### config.mk
export PLATFORM = sky130hd
export DESIGN_NAME = nfa_epsilon_closure
export DESIGN_NICKNAME = d
export VERILOG_FILES = /design/src/rtl/nfaec_pkg.sv /design/src/rtl/nfaec_ctrl.sv /design/src/rtl/nfaec_dp.sv /design/src/rtl/nfa_epsilon_closure.sv
export SDC_FILE = /design/constraint.sdc
export NUM_CORES = 1
export LEC_CHECK = 0
export CAP_MARGIN = 25
export CORE_MARGIN = 2
export CORE_UTILIZATION = 54
export CTS_CLUSTER_DIAMETER = 120
export CTS_CLUSTER_SIZE = 30
export DETAILED_ROUTE_END_ITERATION = 12
export DONT_BUFFER_PORTS = 1
export PLACE_DENSITY = 0.69
export SLEW_MARGIN = 10
export SYNTH_ARGS = -nofsm -noshare
export SYNTH_HDL_FRONTEND = slang
export SYNTH_SLANG_ARGS = --single-unit
### constraint.sdc
create_clock -name clk_i -period 6 [get_ports clk_i]
set_input_delay 0.6 -clock clk_i [delete_from_list [all_inputs] [get_ports clk_i]]
set_output_delay 0.6 -clock clk_i [all_outputs]
set_load 0.02 [all_outputs]
### src/rtl/nfaec_pkg.sv
// Package with the shared types and constants of the epsilon-closure engine.
`default_nettype none

package nfaec_pkg;

  localparam int unsigned MASK_W = 16;
  localparam int unsigned IDX_W  = 4;
  localparam int unsigned CNT_W  = 5;

  localparam logic [CNT_W-1:0] STATE_COUNT_RESET = 5'd16;

  // Request kinds.
  localparam logic REQ_LOAD  = 1'b0;
  localparam logic REQ_QUERY = 1'b1;

  // Register index of state_count on the configuration port.
  localparam logic REG_STATE_COUNT = 1'b0;

  typedef struct packed {
    logic              req_type;
    logic [IDX_W-1:0]  state_index;
    logic [MASK_W-1:0] eps_targets;
  } req_t;

  typedef struct packed {
    logic [MASK_W-1:0] closure_mask;
    logic              bad_index;
  } rsp_t;

  // Commands from the controller to the datapath.
  typedef struct packed {
    logic load;
    logic init;
    logic step;
    logic finish;
  } cmd_t;

  // Status from the datapath to the controller.
  typedef struct packed {
    logic bad;
    logic pending;
  } status_t;

endpackage

`default_nettype wire

### src/rtl/nfaec_ctrl.sv
// Controller state machine that sequences loads and closure queries.
`default_nettype none

module nfaec_ctrl (
  input  wire logic             clk_i,
  input  wire logic             rst_ni,
  input  wire logic             start_i,
  input  wire logic             req_type_i,
  input  wire nfaec_pkg::status_t status_i,
  output nfaec_pkg::cmd_t       cmd_o,
  output logic                  busy_o
);
  import nfaec_pkg::*;

  typedef enum logic [1:0] {
    ST_IDLE = 2'b01,
    ST_RUN  = 2'b10
  } ctrl_state_e;

  ctrl_state_e state_q, state_d;

  always_comb begin
    state_d = state_q;
    cmd_o   = '0;
    unique case (state_q)
      ST_IDLE: begin
        if (start_i) begin
          if (req_type_i == REQ_QUERY) begin
            cmd_o.init = 1'b1;
            state_d    = ST_RUN;
          end else begin
            cmd_o.load = 1'b1;
          end
        end
      end
      ST_RUN: begin
        // Expand one pending state per cycle until none is left or the index is bad.
        if (status_i.bad || !status_i.pending) begin
          cmd_o.finish = 1'b1;
          state_d      = ST_IDLE;
        end else begin
          cmd_o.step = 1'b1;
        end
      end
      default: begin
        state_d = ST_IDLE;
      end
    endcase
  end

  always_ff @(posedge clk_i or negedge rst_ni) begin
    if (!rst_ni) begin
      state_q <= ST_IDLE;
    end else begin
      state_q <= state_d;
    end
  end

  assign busy_o = (state_q != ST_IDLE);

endmodule

`default_nettype wire

### src/rtl/nfaec_dp.sv
// Datapath with the epsilon row table, the closure set and the result register.
`default_nettype none

module nfaec_dp #(
  parameter int NUM_STATES = 16
) (
  input  wire logic                        clk_i,
  input  wire logic                        rst_ni,
  input  wire nfaec_pkg::cmd_t             cmd_i,
  input  wire nfaec_pkg::req_t             req_i,
  input  wire logic [nfaec_pkg::CNT_W-1:0] state_count_i,
  output nfaec_pkg::status_t               status_o,
  output logic                             done_o,
  output nfaec_pkg::rsp_t                  rsp_o
);
  import nfaec_pkg::*;

  // Only rows below the index range of a request can ever be written or used.
  localparam int Rows    = (NUM_STATES < int'(MASK_W)) ? NUM_STATES : int'(MASK_W);
  localparam int RowIdxW = $clog2(Rows);

  logic [MASK_W-1:0] rows_q [Rows];
  logic [MASK_W-1:0] set_q, set_d;
  logic [MASK_W-1:0] proc_q, proc_d;
  logic [MASK_W-1:0] mask_q, mask_d;
  logic              bad_q, bad_d;
  logic              done_q;
  rsp_t              rsp_q;

  logic [CNT_W-1:0]  eff_count;
  logic [MASK_W-1:0] pending;
  logic [IDX_W-1:0]  sel;
  logic [MASK_W-1:0] sel_row;

  assign eff_count = (int'(state_count_i) > NUM_STATES) ? CNT_W'(NUM_STATES) : state_count_i;

  always_comb begin
    bad_d  = bad_q;
    mask_d = mask_q;
    set_d  = set_q;
    proc_d = proc_q;
    if (cmd_i.init) begin
      bad_d  = ({1'b0, req_i.state_index} >= eff_count);
      mask_d = (eff_count >= CNT_W'(MASK_W)) ? '1
             : ((MASK_W'(1) << eff_count) - MASK_W'(1));
      set_d  = MASK_W'(1) << req_i.state_index;
      proc_d = '0;
    end else if (cmd_i.step) begin
      set_d       = set_q | (sel_row & mask_q);
      proc_d[sel] = 1'b1;
    end
  end

  // Lowest state that is in the set but not yet expanded.
  assign pending = set_q & ~proc_q;

  always_comb begin
    sel = '0;
    for (int i = MASK_W - 1; i >= 0; i--) begin
      if (pending[i]) begin
        sel = IDX_W'(i);
      end
    end
  end

  always_comb begin
    sel_row = '0;
    if (int'(sel) < Rows) begin
      sel_row = rows_q[sel[RowIdxW-1:0]];
    end
  end

  always_ff @(posedge clk_i or negedge rst_ni) begin
    if (!rst_ni) begin
      for (int i = 0; i < Rows; i++) begin
        rows_q[i] <= '0;
      end
    end else if (cmd_i.load && (int'(req_i.state_index) < Rows)) begin
      rows_q[req_i.state_index[RowIdxW-1:0]] <= req_i.eps_targets;
    end
  end

  always_ff @(posedge clk_i) begin
    bad_q  <= bad_d;
    mask_q <= mask_d;
    set_q  <= set_d;
    proc_q <= proc_d;
  end

  always_ff @(posedge clk_i or negedge rst_ni) begin
    if (!rst_ni) begin
      done_q <= 1'b0;
    end else begin
      done_q <= cmd_i.finish;
    end
  end

  always_ff @(posedge clk_i) begin
    if (cmd_i.finish) begin
      rsp_q.closure_mask <= bad_q ? '0 : set_q;
      rsp_q.bad_index    <= bad_q;
    end
  end

  assign status_o.bad     = bad_q;
  assign status_o.pending = |pending;
  assign done_o           = done_q;
  assign rsp_o            = rsp_q;

endmodule

`default_nettype wire

### src/rtl/nfa_epsilon_closure.sv
// Top level of the epsilon-closure engine: configuration port, controller and datapath.
`default_nettype none

// A load beat writes its row and gives no result. A query beat with a valid index
// expands one state of its closure per cycle, then strobes the closure on done_o;
// a bad index is strobed with no expansion. Busy stays high while a query runs, and
// no beat is taken until it falls. The receiver cannot stall, so results leave at once.
// Reset clears the epsilon table to no edges and sets state_count to 16.
module nfa_epsilon_closure #(
  parameter int NUM_STATES = 16
) (
  input  wire logic                         clk_i,
  input  wire logic                         rst_ni,
  // Command channel.
  input  wire logic                         start,
  output logic                              busy,
  input  wire nfaec_pkg::req_t              req_i,
  // Result channel.
  output logic                              done_o,
  output nfaec_pkg::rsp_t                   rsp_o,
  // Configuration port.
  input  wire logic                         psel,
  input  wire logic                         penable,
  input  wire logic                         pwrite,
  input  wire logic [2:0]                   paddr,
  input  wire logic [31:0]                  pwdata,
  output logic [31:0]                       prdata,
  output logic                              pready
);
  import nfaec_pkg::*;

  // The configuration register holds the number of states in use. Its register
  // index is taken from the word address bit; the low byte bits are ignored.
  logic [CNT_W-1:0] state_count_q;
  logic             reg_sel;
  logic             cfg_write;

  assign pready    = 1'b1;
  assign reg_sel   = paddr[2];
  assign cfg_write = psel && penable && pwrite && pready;

  always_ff @(posedge clk_i or negedge rst_ni) begin
    if (!rst_ni) begin
      state_count_q <= STATE_COUNT_RESET;
    end else if (cfg_write && (reg_sel == REG_STATE_COUNT)) begin
      state_count_q <= pwdata[CNT_W-1:0];
    end
  end

  assign prdata = (reg_sel == REG_STATE_COUNT) ? {{(32 - CNT_W){1'b0}}, state_count_q} : '0;

  // The controller only sees the request kind; all payload goes to the datapath.
  cmd_t    cmd;
  status_t status;
  logic    busy_int;

  nfaec_ctrl u_ctrl (
    .clk_i      (clk_i),
    .rst_ni     (rst_ni),
    .start_i    (start && !busy_int),
    .req_type_i (req_i.req_type),
    .status_i   (status),
    .cmd_o      (cmd),
    .busy_o     (busy_int)
  );

  nfaec_dp #(
    .NUM_STATES (NUM_STATES)
  ) u_dp (
    .clk_i         (clk_i),
    .rst_ni        (rst_ni),
    .cmd_i         (cmd),
    .req_i         (req_i),
    .state_count_i (state_count_q),
    .status_o      (status),
    .done_o        (done_o),
    .rsp_o         (rsp_o)
  );

  assign busy = busy_int;

endmodule

`default_nettype wire

==> results_dict.tcl, run 1 <==
set metrics [dict create \
    status "complete, but fails checks" \
    violations "hold timing" \
    met3_length_mm 2.37 \
    area_delta_synth_final_pct 3.89 \
    routed.top_layer "met4" \
    fp.dieH_um 173 \
    drc_errors 0 \
    fmax_mhz 280 \
    crit_type "reg2reg" \
    final_max_slew_viol_count 0 \
    tns_ns 0 \
    netlist_area_um2 15400 \
    rsz0062_at_grt "false" \
    post-route-period-util 0.594 \
    yosysWarnings 0 \
    cp_num_buf_inv 1 \
    synthCells 1354 \
    synth-edff-count 50 \
    max_slew.worst_pin.slew_ns 1.11 \
    drt_wl_total_mm 38.1 \
    power.static_leakage_nw 6.99 \
    drt_iter0_markers 889 \
    syn_avg_cell_area_um2 11.4 \
    start_util 0.553 \
    p_comb_frac 0.169 \
    cts_buffers 14 \
    wire_per_inst_um 22.7 \
    ys_seq_area_frac 0.546 \
    wl_met2_mm 18.2 \
    cts_tree "built" \
    die_width_um 173 \
    cp.arrival_ns 3.91 \
    p_clk_frac 0.241 \
    fillers 2399 \
    nets 1365 \
    ir_worst_vdd_uv 301 \
    fin_skew_ns 0.0180 \
    post-cts-setup-buffer-count 0 \
    final-setup-viol-count 0 \
    slew_headroom 0.260 \
    portBuffers 0 \
    hold_slack_ns -0.232 \
    wl_met1_mm 16.7 \
    ys_seq_elements 330 \
    grt_max_degree 265 \
    crit_fanout 26 \
    maxCapViolations 0 \
    finalCriticalPeriod_ns 3.57 \
    synth-main-ff-cell "dfrtp_1" \
    clock-sinks 330 \
    grt_pass1_vias 9970 \
    post_cts_resized 0 \
    die_area_um2 30000 \
    crit_family "simple AND/OR/NAND/NOR gates" \
    grt_usage 0.252 \
    worstSetupStartpointType "flip-flop" \
    sw_frac_of_total 0.270 \
    vias_per_cell 6.06 \
    critPathCaptureType "flip-flop" \
    powerDensity_nw_per_um2 298 \
    drt_first_pass_iters 5 \
    vias 10200 \
    seqPwrFrac 0.591 \
    hold_path_class "in2async" \
    crit_path_max_incr_delay_ns 0.67 \
    dp_hpwl_mm 23.5 \
    switchingPower_mw 1.29 \
    root_buffer "clkbuf_16" \
    rows 61 \
    critPathRequiredTime_ns 6.35 \
    drive_gt1_frac 0.252 \
    pin_count 114 \
    yosysUniqueCellTypes 63 \
    htree_levels 1 \
    antenna_found_initial 1 \
    cts.clk_slew.worst_paths_ns 0.12 \
    antenna_cells 0 \
    ant_nets 0 \
    async_reset_ff_frac 0.800 \
    grt.overflow.total 0 \
    grt_first_pass_wirelength_mm 58.9 \
    clk_latency_ns 0.52 \
    slowest_stage "a21o_2" \
    internal_power_mw 3.49 \
    path_cells "and2b_4 -> or2_1 -> nor3b_1 -> a21o_2 -> buf_4 -> nand2_1 -> a31oi_1 -> nand4_1 -> o31ai_1" \
    gp_congestion 0.910 \
    clk_path_buf_depth 3 \
    final-hold-violation-count 262 \
    core_area_um2 27900 \
]
[worst reg2reg max path, delay by kind of cell (launching register included)]
kind                   cells  cell delay [ns]
flip-flops                 1             0.51
AO/OA/AOI/OAI              3             1.19
AND/OR/NAND/NOR            5             1.31
buffers and inverters      1             0.39
[cells in the final DEF, fill, tap and decap left out, types with 9 or more instances in the layout]
master	netlist	final
buf_4	30	16
nand3_1	61	61
nand2_1	206	206
dfxtp_1	16	16
dfrtp_1	262	262
a21oi_1	54	53
nor2_1	50	48
a22o_1	17	17
edfxtp_1	50	50
nand4_1	11	11
nor2b_1	32	32
mux2i_1	9	9
o21ai_0	27	26
clkbuf_16	0	15
o31ai_1	15	15
a31oi_1	14	14
conb_1	2	28
mux2_2	262	262
o22ai_1	13	13
nand2b_1	20	20
nor3_1	14	14
[synth_stat cells (all sizes together), types with 13 or more instances]
cell	instances	area, um2
o21ai	32	164
nor2b	32	200
o22ai	13	81.3
edfxtp	50	1500
nand2	206	773
a21oi	55	279
nand2b	20	125
nor2	51	194
nand3	61	305
a22o	17	149
dfrtp	262	6560
buf	62	392
a31oi	14	87.6
mux2	266	3000
dfxtp	16	320
nor3	19	126
o31ai	15	113
clkbuf	57	215
[area by class of cell]
type	instances	area, um2	share of cell area
inverters	6	22.5	0.00140
repair buffers	21	193	0.0120
multi-input cells	925	6520	0.407
clock buffers	22	402	0.0250
flip-flops and latches	330	8430	0.526
well taps	378	473	0.0295
[logic make-up after synthesis]
kind of cell    count (synthesis)  synth area share
buf+inv                       125            0.0408
mux                           275             0.200
other cells                     2          0.000486
fa+ha+maj                       5           0.00405
simple gates                  443             0.136
compound gates                174            0.0727
flops                         330             0.546
[path summary, 6_finish.rpt]
check                                    start          endpoint  slack [ns]  cells past startpoint
worst max-delay path             u_dp.set_q[5]     u_dp.set_q[1]        2.43                      9
worst min-delay path                    rst_ni       u_dp.done_o       -0.23                      0
worst max register to register   u_dp.set_q[5]     u_dp.set_q[1]        2.43                      9
worst min register to register  u_dp.proc_q[8]    u_dp.proc_q[8]        0.47                      2
max in group asynchronous               rst_ni  state_count_q[4]        5.80                      0
min in group clk_i                    req_i[2]  u_dp.rows_q[130]        0.22                      1
[metrics by stage]
step	utilization	cell area, um2	power, mW	cells	worst slack (ns)
6_report	0.574	16000	4.78	1682	2.43
4_1_cts	0.572	16000	4.81	1678	2.49
3_3_place_gp	0.558	15600	3.62	1656	2.58
2_1_floorplan	-	15500	3.48	1380	3.44
5_1_grt	0.574	16000	5.00	1682	2.32
3_5_place_dp	0.558	15600	3.67	1656	2.51
[state kept, by name (all words and copies together) (netlist names)]
signal / cells
u_dp.proc_q: 16
u_dp.rows_q: 256
u_dp.bad_q: 1
state_count_q: 5
u_dp.mask_q: 16
u_dp.rsp_o: 17
u_ctrl.state_q: 2
u_dp.done_o: 1
u_dp.set_q: 16
[power groups by stage]
stage               clock network, mW  registers [mW]  logic, mW
floorplan                           0            2.78      0.702
global placement                    0            2.85      0.778
detailed placement                  0            2.86      0.804
CTS                              1.18            2.82      0.806
global route                     1.25            2.86      0.888
finish                           1.15            2.82      0.806
[metal layers]
metal / GRT usage / vias up
met5: 0 / -
met4: 0.0674 / 0
met3: 0.0299 / 57
met2: 0.412 / 336
met1: 0.358 / 5195
li1: - / 4602
Power figures use the tool's default switching activity.
==> run 2, diff against run 1 <==
--- a/config.mk
+++ b/config.mk
@@ -12,7 +12,7 @@
 export CTS_CLUSTER_SIZE = 30
 export DETAILED_ROUTE_END_ITERATION = 12
 export DONT_BUFFER_PORTS = 1
-export PLACE_DENSITY = 0.69
+export PLACE_DENSITY = 0.72
 export SLEW_MARGIN = 10
 export SYNTH_ARGS = -nofsm -noshare
 export SYNTH_HDL_FRONTEND = slang
==> constraint.sdc (replaced) <==
create_clock -name clk_i -period 2.95 [get_ports clk_i]
set_input_delay 0.295 -clock clk_i [delete_from_list [all_inputs] [get_ports clk_i]]
set_output_delay 0.295 -clock clk_i [all_outputs]
set_load 0.02 [all_outputs]
==> run 2 against run 1 <==
Net effect:
- utilization is 2.2 points higher
- setup slack worse by 2.2 ns
- highest routed layer is now met5
- fmax is 29% higher
- critical endpoint is now u_dp.set_q[10]
- the run still ends with hold timing left
- register-to-register slack worse by 2.2 ns
- hold slack worse by 0.31 ns
==> results_dict.tcl, run 2 (synthesized netlist as in run 1, its figures left out) <==
set metrics [dict create \
    max_slew.worst_pin.slew_ns 0.741 \
    start_util 0.553 \
    core_area_um2 27900 \
    power.total_mw 9.93 \
    htree_levels 1 \
    ctsHoldBuffers 21 \
    slew_headroom 0.506 \
    dpl_cell_area_um2 16000 \
    gp_congestion 0.905 \
    final-hold-violation-count 264 \
    powerDensity_nw_per_um2 596 \
    clk_path_buf_depth 3 \
    sw_frac_of_total 0.275 \
    pre_cts_ws_ns 0.135 \
    rsz0062_at_grt "false" \
    fp.dieH_um 173 \
    nets 1427 \
    post-cts-setup-buffer-count 0 \
    worstSetupStartpointType "flip-flop" \
    cts_tree "built" \
    critPathCaptureType "flip-flop" \
    placed_cells 1701 \
    pin_count 114 \
    maxCapViolations 0 \
    finalCriticalPeriod_ns 2.76 \
    ant_nets 0 \
    status "complete, but fails checks" \
    grt.overflow.total 0 \
    drc_errors 0 \
    hold_path_class "in2async" \
    fillers 2313 \
    drive_gt1_frac 0.272 \
    antenna_found_initial 3 \
    hold_slack_ns -0.545 \
    drt_first_pass_iters 6 \
    drt_iter0_markers 951 \
    mostFrequentLayoutCells "mux2_2 (262), dfrtp_1 (262), nand2_1 (206), nand3_1 (61)" \
    grt_usage 0.257 \
    root_buffer "clkbuf_16" \
    clock-sinks 330 \
    ir_worst_vdd_uv 467 \
    internal_power_mw 7.20 \
    fmax_mhz 362 \
    grt_first_pass_wirelength_mm 59.9 \
    crit_fanout 16 \
    drt_wl_total_mm 38.9 \
    area_delta_synth_final_pct 7.83 \
    seqPwrFrac 0.573 \
    final_max_slew_viol_count 0 \
    grt_max_degree 265 \
    grt_pass1_vias 10300 \
    final_cells 1748 \
    p_clk_frac 0.237 \
    largest_register_ffs 256 \
    fin_skew_ns 0.0157 \
    critPathRequiredTime_ns 3.21 \
    setup_slack_ns 0.190 \
    wire_per_inst_um 22.2 \
    cts.clk_slew.worst_paths_ns 0.12 \
    tns_ns 0 \
    violations "hold timing" \
    portBuffers 0 \
    crit_type "reg2reg" \
    rows 61 \
    regMostFlops "u_dp.rows_q" \
    switchingPower_mw 2.73 \
    clk_latency_ns 0.51 \
    dp_hpwl_mm 24.7 \
    final_area_um2 16700 \
    die_area_um2 30000 \
    cts_buffers 14 \
    vias_per_cell 6.12 \
    p_comb_frac 0.190 \
    final_core_util 0.596 \
    die_width_um 173 \
    cp.arrival_ns 3.02 \
    post-route-period-util 0.936 \
    final-setup-viol-count 0 \
    power.static_leakage_nw 7.30 \
    vias 10700 \
]
## run 2: per-layer routing
layer / up-vias / share of wire / global-route usage
li1: 4740 / - / -
met1: 5430 / 0.42 / 0.358
met2: 425 / 0.48 / 0.415
met3: 95 / 0.071 / 0.0343
met4: 2 / 0.032 / 0.0893
met5: - / 0.00036 / 0
## run 2: path summary, 6_finish.rpt
path | cells past startpoint | start | to | slack [ns]
max | 9 | u_dp.set_q[4] | u_dp.set_q[10] | 0.19
min reg2reg | 2 | u_dp.proc_q[15] | u_dp.proc_q[15] | 0.49
max reg2reg | 9 | u_dp.set_q[4] | u_dp.set_q[10] | 0.19
min | 0 | rst_ni | u_dp.done_o | -0.55
max in group asynchronous | 0 | rst_ni | u_dp.rows_q[158] | 3.01
min in group clk_i | 3 | req_i[19] | u_dp.set_q[0] | 0.11
## run 2: final cells by class
| type | instances | area, um2 | area share |
|---|---|---|---|
| sequential | 330 | 8430 | 0.506 |
| inverter | 6 | 22.5 | 0.00135 |
| multi-input combinational | 925 | 6520 | 0.392 |
| tap | 378 | 473 | 0.0284 |
| timing repair buffer | 83 | 788 | 0.0473 |
| clock buffer | 24 | 409 | 0.0246 |
| antenna | 2 | 5.00 | 0.000301 |
## run 2: critical path, stage by stage (launching register included)
cell	delay, ns
edfxtp_1	0.49
nor2b_1	0.23
nor4_2	0.57
and2_1	0.24
nand3b_1	0.14
nor2_2	0.19
buf_12	0.19
a31oi_1	0.09
nand4_1	0.22
o31ai_1	0.13
## run 2: repair_timing
| action | CTS | global route |
|---|---|---|
| endpoints found under the setup margin | 0 | 5 |
| endpoints found under the hold margin | 525 | 264 |
| gates resized for setup | 0 | 1 |
## run 2: power groups by stage
stage / sequential, mW / clock [mW] / combinational (mW)
floorplan: 5.66 / 0 / 1.43
global placement: 5.73 / 0 / 1.74
detailed placement: 5.77 / 0 / 1.80
CTS: 5.67 / 2.40 / 1.88
global route: 5.76 / 2.56 / 2.05
finish: 5.69 / 2.36 / 1.89
==> run 3, diff against run 2 <==
--- a/config.mk
+++ b/config.mk
@@ -8,6 +8,7 @@
 export CAP_MARGIN = 25
 export CORE_MARGIN = 2
 export CORE_UTILIZATION = 54
+export CTS_BUF_LIST = sky130_fd_sc_hd__clkbuf_4
 export CTS_CLUSTER_DIAMETER = 120
 export CTS_CLUSTER_SIZE = 30
 export DETAILED_ROUTE_END_ITERATION = 12
==> run 3 against run 2 <==
Net effect:
- the flow still finishes with violations (hold timing)
- fmax shrank 1.5%
- flip-flop and latch count did not move
- die area did not move
- combinational power barely moved
- hold slack worse by 0.25 ns
- clock power down 30%
- critical path type unchanged
- largest cell class unchanged
==> results_dict.tcl, run 3 (synthesized netlist as in run 1, its figures left out) <==
set metrics [dict create \
    ant_nets 0 \
    placed_cells 1701 \
    gp_congestion 0.905 \
    grt_usage 0.258 \
    crit_type "reg2reg" \
    rsz0062_at_grt "false" \
    powerDensity_nw_per_um2 560 \
    power.static_leakage_nw 7.27 \
    die_width_um 173 \
    ctsHoldBuffers 33 \
    vias_per_cell 6.04 \
    core_area_um2 27900 \
    drive_gt1_frac 0.276 \
    hold_slack_ns -0.791 \
    status "complete, but fails checks" \
    drc_errors 0 \
    cp.arrival_ns 3.34 \
    fillers 2335 \
    post-cts-setup-buffer-count 0 \
    fin_skew_ns 0.0423 \
    cts_tree "built" \
    htree_levels 1 \
    final_max_slew_viol_count 0 \
    fmax_mhz 357 \
    clock-sinks 330 \
    slowest_stage "edfxtp_1" \
    start_util 0.553 \
    slew_headroom 0.419 \
    largest_register_ffs 256 \
    drt_wl_total_mm 39.2 \
    dp_hpwl_mm 24.7 \
    critPathCaptureType "flip-flop" \
    pre_cts_ws_ns 0.135 \
    area_delta_synth_final_pct 7.15 \
    grt_max_degree 265 \
    portBuffers 0 \
    antenna_found_initial 7 \
    drt_first_pass_iters 6 \
    power.total_mw 9.26 \
    final_area_um2 16500 \
    path_cells "nor2b_1 -> or2_1 -> nor3b_2 -> a21o_2 -> buf_12 -> buf_4 -> nand2_1 -> nand3_1 -> nand4_1 -> o31ai_1" \
    pin_count 114 \
    grt_first_pass_wirelength_mm 60.2 \
    wire_per_inst_um 22.3 \
    final_core_util 0.592 \
    clk_path_buf_depth 3 \
    fp.dieH_um 173 \
    cts.clk_slew.worst_paths_ns 0.29 \
    reg2reg_slack_ns 0.15 \
    maxCapViolations 0 \
    worstSetupStartpointType "flip-flop" \
    crit_fanout 36 \
    cts_buffers 14 \
    final_cells 1761 \
    rr_worst_depth 10 \
    rr_startpoint "u_dp.set_q[7]" \
    tns_ns 0 \
    hold_path_class "in2async" \
    final-hold-violation-count 264 \
    crit_path_max_incr_delay_ns 0.51 \
    root_buffer "clkbuf_4" \
    post-route-period-util 0.950 \
    critPathRequiredTime_ns 3.49 \
    mostFrequentLayoutCells "mux2_2 (262), dfrtp_1 (262), nand2_1 (206), nand3_1 (61)" \
    dpl_cell_area_um2 16000 \
    die_area_um2 30000 \
    nets 1439 \
    max_slew.worst_pin.slew_ns 0.871 \
    vias 10600 \
    clk_latency_ns 0.73 \
    cp_num_buf_inv 2 \
    setup_slack_ns 0.148 \
    ir_worst_vdd_uv 417 \
    finalCriticalPeriod_ns 2.80 \
    final-setup-viol-count 0 \
    r2r-end "u_dp.set_q[11]" \
    crit_family "simple AND/OR/NAND/NOR gates" \
    regMostFlops "u_dp.rows_q" \
    violations "hold timing" \
    rows 61 \
    drt_iter0_markers 1096 \
    grt.overflow.total 0 \
    grt_pass1_vias 10300 \
]
-- run 3: how the worst max path moves through the flow --
stage / depth (start not counted) / start / endpoint
2_1_floorplan: 8 / state_count_q[2] / u_dp.mask_q[2]
3_3_place_gp: 10 / u_dp.set_q[5] / u_dp.set_q[8]
3_5_place_dp: 9 / u_dp.set_q[5] / u_dp.set_q[3]
4_1_cts: 10 / u_dp.set_q[7] / u_dp.set_q[11]
5_1_grt: 9 / u_dp.set_q[0] / u_dp.proc_q[4]
6_report: 10 / u_dp.set_q[7] / u_dp.set_q[11]
-- run 3: layer usage --
layer	global-route usage	wire (um)
met5	0	45
met3	0.0361	2790
met2	0.417	18700
met1	0.362	16400
met4	0.0858	1250
-- run 3: power breakdown --
part,leakage (nW),internal (mW),switching (mW)
Combinational,3.12,0.930,0.994
Clock,0.110,0.362,1.29
Sequential,4.04,5.33,0.359
-- run 3: what timing repair did --
item	in CTS	in global routing
hold endpoints to repair	533	264
endpoints found under the setup margin	0	11
resized for setup	0	1
-- run 3: final cells by class --
cell class	instances	area, um2	area share
Sequential cell	330	8430	0.510
Timing Repair Buffer	95	908	0.0549
Clock buffer	24	180	0.0109
Tap cell	378	473	0.0286
Multi-Input combinational cell	925	6520	0.394
Antenna cell	3	7.51	0.000454
Inverter	6	22.5	0.00136
